<file path="config.mk">
export PLATFORM = sky130hd
export DESIGN_NAME = dmfb_ctrl
export DESIGN_NICKNAME = d
export VERILOG_FILES = /design/src/dmfb_pkg.sv /design/src/dmfb_ctrl.sv
export SDC_FILE = /design/constraint.sdc
export NUM_CORES = 1
export LEC_CHECK = 0
export CAP_MARGIN = 10
export CORE_AREA = 8 8 45 47
export CTS_BUF_LIST = sky130_fd_sc_hd__clkbuf_16
export DETAILED_ROUTE_END_ITERATION = 8
export DIE_AREA = 0 0 53 55
export DONT_BUFFER_PORTS = 1
export GPL_ROUTABILITY_DRIVEN = 0
export MAX_ROUTING_LAYER = met4
export PLACE_DENSITY = 0.34
export SLEW_MARGIN = 10
export SYNTH_ARGS = -nofsm -noshare
export SYNTH_HDL_FRONTEND = slang
export SYNTH_SLANG_ARGS = --single-unit
</file>
<file path="constraint.sdc">
create_clock -name i_clk -period 1.3 [get_ports i_clk]
set_input_delay 0.13 -clock i_clk [delete_from_list [all_inputs] [get_ports i_clk]]
set_output_delay 0.13 -clock i_clk [all_outputs]
set_load 0.02 [all_outputs]
</file>
<file path="src/dmfb_pkg.sv">
// shared types and constants for the dual monochrome frame buffer
package dmfb_pkg;

    // request codes carried on the input tuser
    typedef enum logic [3:0] {
        REQ_RDBYTE  = 4'd0,
        REQ_WRBYTE  = 4'd1,
        REQ_SETPIX  = 4'd2,
        REQ_GETPIX  = 4'd3,
        REQ_COPY    = 4'd4,
        REQ_CLRTEMP = 4'd5,
        REQ_OR      = 4'd6,
        REQ_ANDNOT  = 4'd7,
        REQ_FILL    = 4'd8
    } t_req;

    typedef enum logic [2:0] {
        ST_INIT,
        ST_INIT_END,
        ST_IDLE,
        ST_ACCESS,
        ST_SWEEP,
        ST_SWEEP_END,
        ST_DONE
    } t_state;

    // controller to datapath
    typedef struct packed {
        logic rd_en;      // register both memory read ports
        logic rd_sweep;   // read address from sweep counter
        logic capture;    // latch the accepted request
        logic acc_wr;     // single byte or pixel write-back
        logic sweep_run;  // advance sweep counter
        logic init;       // sweep clears both buffers
        logic load_out;   // load output register
    } t_cmd;

    // datapath to controller
    typedef struct packed {
        logic cnt_last;   // sweep counter at last address
    } t_sts;

    localparam logic [7:0] PIX_MASK_LSB = 8'h01;
    localparam int PIX_PER_PAGE_LOG2 = 3;

endpackage

</file>
<file path="src/dmfb_ctrl.sv">
// controller state machine for the dual monochrome frame buffer
module dmfb_ctrl (
    input  logic                  i_clk,
    input  logic                  i_rst_n,
    input  logic                  i_in_valid,
    output logic                  o_in_ready,
    input  logic [3:0]            i_req_type,
    output logic                  o_out_valid,
    input  logic                  i_out_ready,
    output dmfb_pkg::t_cmd        o_cmd,
    input  dmfb_pkg::t_sts        i_sts
);
    import dmfb_pkg::*;

    t_state r_state, n_state;
    logic   r_out_valid, n_out_valid;
    logic   out_free;
    logic   accept;
    t_req   req;

    assign out_free    = !r_out_valid || i_out_ready;
    assign accept      = i_in_valid && o_in_ready;
    assign req         = t_req'(i_req_type);
    assign o_out_valid = r_out_valid;

    always_ff @(posedge i_clk) begin
        if (!i_rst_n) begin
            r_state     <= ST_INIT;
            r_out_valid <= 1'b0;
        end else begin
            r_state     <= n_state;
            r_out_valid <= n_out_valid;
        end
    end

    always_comb begin
        n_state    = r_state;
        o_cmd      = '0;
        o_in_ready = 1'b0;
        case (r_state)
            ST_INIT: begin
                o_cmd.sweep_run = 1'b1;
                o_cmd.rd_en     = 1'b1;
                o_cmd.rd_sweep  = 1'b1;
                o_cmd.init      = 1'b1;
                if (i_sts.cnt_last) begin
                    n_state = ST_INIT_END;
                end
            end
            ST_INIT_END: begin
                o_cmd.init = 1'b1;
                n_state    = ST_IDLE;
            end
            ST_IDLE: begin
                o_in_ready = 1'b1;
                if (i_in_valid) begin
                    o_cmd.capture = 1'b1;
                    o_cmd.rd_en   = 1'b1;
                    if (req inside {REQ_COPY, REQ_CLRTEMP, REQ_OR, REQ_ANDNOT, REQ_FILL}) begin
                        n_state = ST_SWEEP;
                    end else begin
                        n_state = ST_ACCESS;
                    end
                end
            end
            ST_ACCESS: begin
                // write-back repeats the same value while waiting, so it is harmless
                o_cmd.acc_wr = 1'b1;
                if (out_free) begin
                    o_cmd.load_out = 1'b1;
                    n_state        = ST_IDLE;
                end
            end
            ST_SWEEP: begin
                o_cmd.sweep_run = 1'b1;
                o_cmd.rd_en     = 1'b1;
                o_cmd.rd_sweep  = 1'b1;
                if (i_sts.cnt_last) begin
                    n_state = ST_SWEEP_END;
                end
            end
            ST_SWEEP_END: begin
                n_state = ST_DONE;
            end
            ST_DONE: begin
                if (out_free) begin
                    o_cmd.load_out = 1'b1;
                    n_state        = ST_IDLE;
                end
            end
            default: begin
                n_state = ST_IDLE;
            end
        endcase
    end

    always_comb begin
        if (o_cmd.load_out) begin
            n_out_valid = 1'b1;
        end else if (i_out_ready) begin
            n_out_valid = 1'b0;
        end else begin
            n_out_valid = r_out_valid;
        end
    end

`ifndef SYNTHESIS
    a_load_into_free_slot: assert property (@(posedge i_clk) disable iff (!i_rst_n)
        o_cmd.load_out |-> (!r_out_valid || i_out_ready))
        else $error("result loaded over an untaken result");

    a_accept_dispatch: assert property (@(posedge i_clk) disable iff (!i_rst_n)
        accept |=> (r_state == ST_ACCESS || r_state == ST_SWEEP))
        else $error("accepted request not dispatched");

    a_sweep_ends_at_last: assert property (@(posedge i_clk) disable iff (!i_rst_n)
        (r_state == ST_SWEEP_END) |-> $past(i_sts.cnt_last))
        else $error("sweep ended before last address");

    a_no_accept_in_init: assert property (@(posedge i_clk) disable iff (!i_rst_n)
        (r_state == ST_INIT || r_state == ST_INIT_END) |-> !o_in_ready)
        else $error("request accepted during clearing pass");
`endif

endmodule

</file>
==> results.json <==
{
  "p_leak_uw": 0.000198,
  "final_common_cell": "buf_4",
  "fmax_mhz": 783,
  "yosys.area_share.xor_xnor_pct": 2.81,
  "hpwlAfterDp_um": 710,
  "synth_top_family_by_area": "simple AND/OR/NAND/NOR gates",
  "dieArea_um2": 2920,
  "synth.distinct_cells": 26,
  "portBuffers": 0,
  "period_minus_slack_ns": 1.28,
  "rr_worst_depth": 4,
  "hold_path_depth": 1,
  "power_frac_seq_pct": 20.4,
  "drtAntennaViolNets": 0,
  "grt_max_degree": 11,
  "end_kind": "primary output",
  "worstPathArrival_ns": 1.15,
  "yosys.area_share.simple_pct": 37.8,
  "die_h_um": 55,
  "diodes": 0,
  "post-place-ws_ns": 0.110,
  "track_usage_pct": 5.97,
  "r2r_end": "r_state[0]",
  "path_class": "reg -> out",
  "dr_total_vias": 306,
  "finClkSkew_ns": 0.00263,
  "layout_common_cells": "buf_4, nor2_1, nor2b_1, clkbuf_16",
  "cp_max_fo": 4,
  "antenna_found_initial": 0,
  "cts_buffers": 3,
  "synth_area_leaders": "dfxtp_1, nor2_1, nor2b_1, buf_4, nor4b_2",
  "syn_to_final_growth_pct": 51.8,
  "synthMuxAreaShare_pct": 3.21,
  "start_util_pct": 22.5,
  "syn-cell-area_um2": 312,
  "start_kind": "flip-flop",
  "p_sw_share_pct": 32.3,
  "finalHoldViolCount": 0,
  "pwr-share-clk_pct": 46.1,
  "grt_pass1_wl_um": 1260,
  "slowest_stage": "dfxtp_2",
  "path_buf_inv": 2,
  "rows": 14,
  "power_density_nw_per_um2": 2170,
  "hp-start": "i_rst_n",
  "drive_above_1_share_pct": 42.0,
  "synth-compound-area-share_pct": 19.3,
  "htree_levels": 1,
  "tritoncts": "done",
  "fp.dieW_um": 53,
  "status": "finished clean",
  "worstHoldEndpoint": "r_state[1]",
  "detail_route.vias_per_cell": 4.64,
  "slowest_delay_ns": 0.31,
  "dr.first_iter.drc_count": 2,
  "internal-power_uw": 695,
  "fp.coreArea_um2": 1380,
  "cts.sinks": 4,
  "clk_latency_ns": 0.22,
  "r2r_slack_ns": 0.16,
  "crit_required_ns": 1.17,
  "path_clk_slew_ns": 0.03,
  "fin_ws_ns": 0.0223,
  "synth_nets": 50,
  "netlist.top_cell.by_area": "dfxtp_1",
  "setup_viol": 0,
  "worst_hold_slack_ns": 0.0466,
  "syn_inst": 41,
  "drt_wl_total_um": 861,
  "rsz0062_at_grt": "yes",
  "ys_seq_elements": 4,
  "p_sw_uw": 332,
  "rr_startpoint": "o_out_valid",
  "worst-slew-pin-transition_ns": 0.406,
  "crit_family": "flip-flops",
  "slew_headroom_pct": 72.8,
  "hold_path_class": "in -> reg",
  "drcViolationCount": 0,
  "fin_nets": 61,
  "seq_area_frac_synth_pct": 25.7,
  "cts.path.max_buffers": 2,
  "synth_top_cell_area_share_pct": 25.7,
  "fin_crit_sh_pct": 98.3,
  "io_pins": 18,
  "path_cells": "buf_6, xor2_1, nand2_1, nor2_1, buf_4",
  "ctsRootBufferMaster": "clkbuf_16",
  "first_pass_iters": 2,
  "worstSetupPathDepth": 5,
  "pwr-share-comb_pct": 33.5,
  "synth-adder-area-share_pct": 0,
  "utilization_pct": 34.2,
  "cap_violations": 0,
  "syn_avg_cell_area_um2": 7.60,
  "grt_pass1_vias": 294,
  "ys_warn_count": 0,
  "grt_overflow": 0,
  "slew_viol_final": 0,
  "wl_per_cell_um": 13.0,
  "peakVddDrop_mv": 0.630
}
[worst max-delay path by stage]
stage	from	endpoint
floorplan	r_state[2]	o_cmd[6]
global placement	r_state[1]	r_state[0]
detailed placement	r_state[1]	r_state[0]
CTS	r_state[2]	o_cmd[6]
global route	r_state[2]	o_cmd[0]
finish	r_state[2]	o_cmd[0]
[cell families (layout without fill, tap and decap cells)]
logic type,Yosys count,count (layout)
and+or+nand+nor,20,20
AOI/OAI and AO/OA,10,10
buffers and inverters,5,14
DFF,4,4
xor gates and xnor gates,1,1
muxes,1,1
[what timing repair did]
item | in CTS | in global routing
resized for setup | 3 | 4
pin swaps | 0 | 2
buffers inserted | 0 | 2
endpoints found under the setup margin | 3 | 2
hold buffers | 0 | 0
[through the flow]
stage	std cells	setup TNS, ns	instance area, um^2	power [uW]
final	66	0	473	1030
after global routing	66	-0.0641	473	1080
after CTS	64	0	445	1010
after detailed placement	61	0	365	518
after global placement	61	0	365	518
after floorplan	41	0	317	466
[cell usage after synthesis, drive strengths merged]
| cell type | n |
|---|---|
| o211ai | 1 |
| o31ai | 1 |
| or2 | 1 |
| and2b | 1 |
| a21oi | 2 |
| dfxtp | 4 |
| xor2 | 1 |
| mux2i | 1 |
| nand3 | 2 |
| o22ai | 1 |
| a31oi | 1 |
| nand2 | 2 |
| nor2b | 3 |
| nor2 | 7 |
| a21boi | 1 |
| buf | 4 |
| and2 | 1 |
| o21ai | 3 |
| nor4b | 1 |
| nand2b | 2 |
| inv | 1 |
[per-layer routing]
| metal | track usage (%) | up-vias | routed length, um |
|---|---|---|---|
| met5 | - | - | 0 |
| met4 | 2.59 | 0 | 0 |
| met3 | 4.01 | 0 | 98 |
| met2 | 9.38 | 11 | 433 |
| met1 | 5.61 | 136 | 330 |
| li1 | - | 159 | - |
[layout make-up]
cell class	instances	area, um^2
flip-flops and latches	4	86.3
multi-input cells	32	209
inverters	1	3.75
clock buffers	3	75.1
fillers	156	911
well taps	16	20.0
repair buffers	10	78.8
[registers in the layout (all words and copies together) (netlist names)]
register     cells
r_state          3
o_out_valid      1
[power by group through the flow]
stage	registers, uW	clock network, uW	logic [uW]
detailed placement	197	0	321
global route	215	495	371
finish	210	474	344
CTS	201	479	335
floorplan	161	0	305
global placement	194	0	324
No activity file was read; power rests on OpenSTA's default activity.
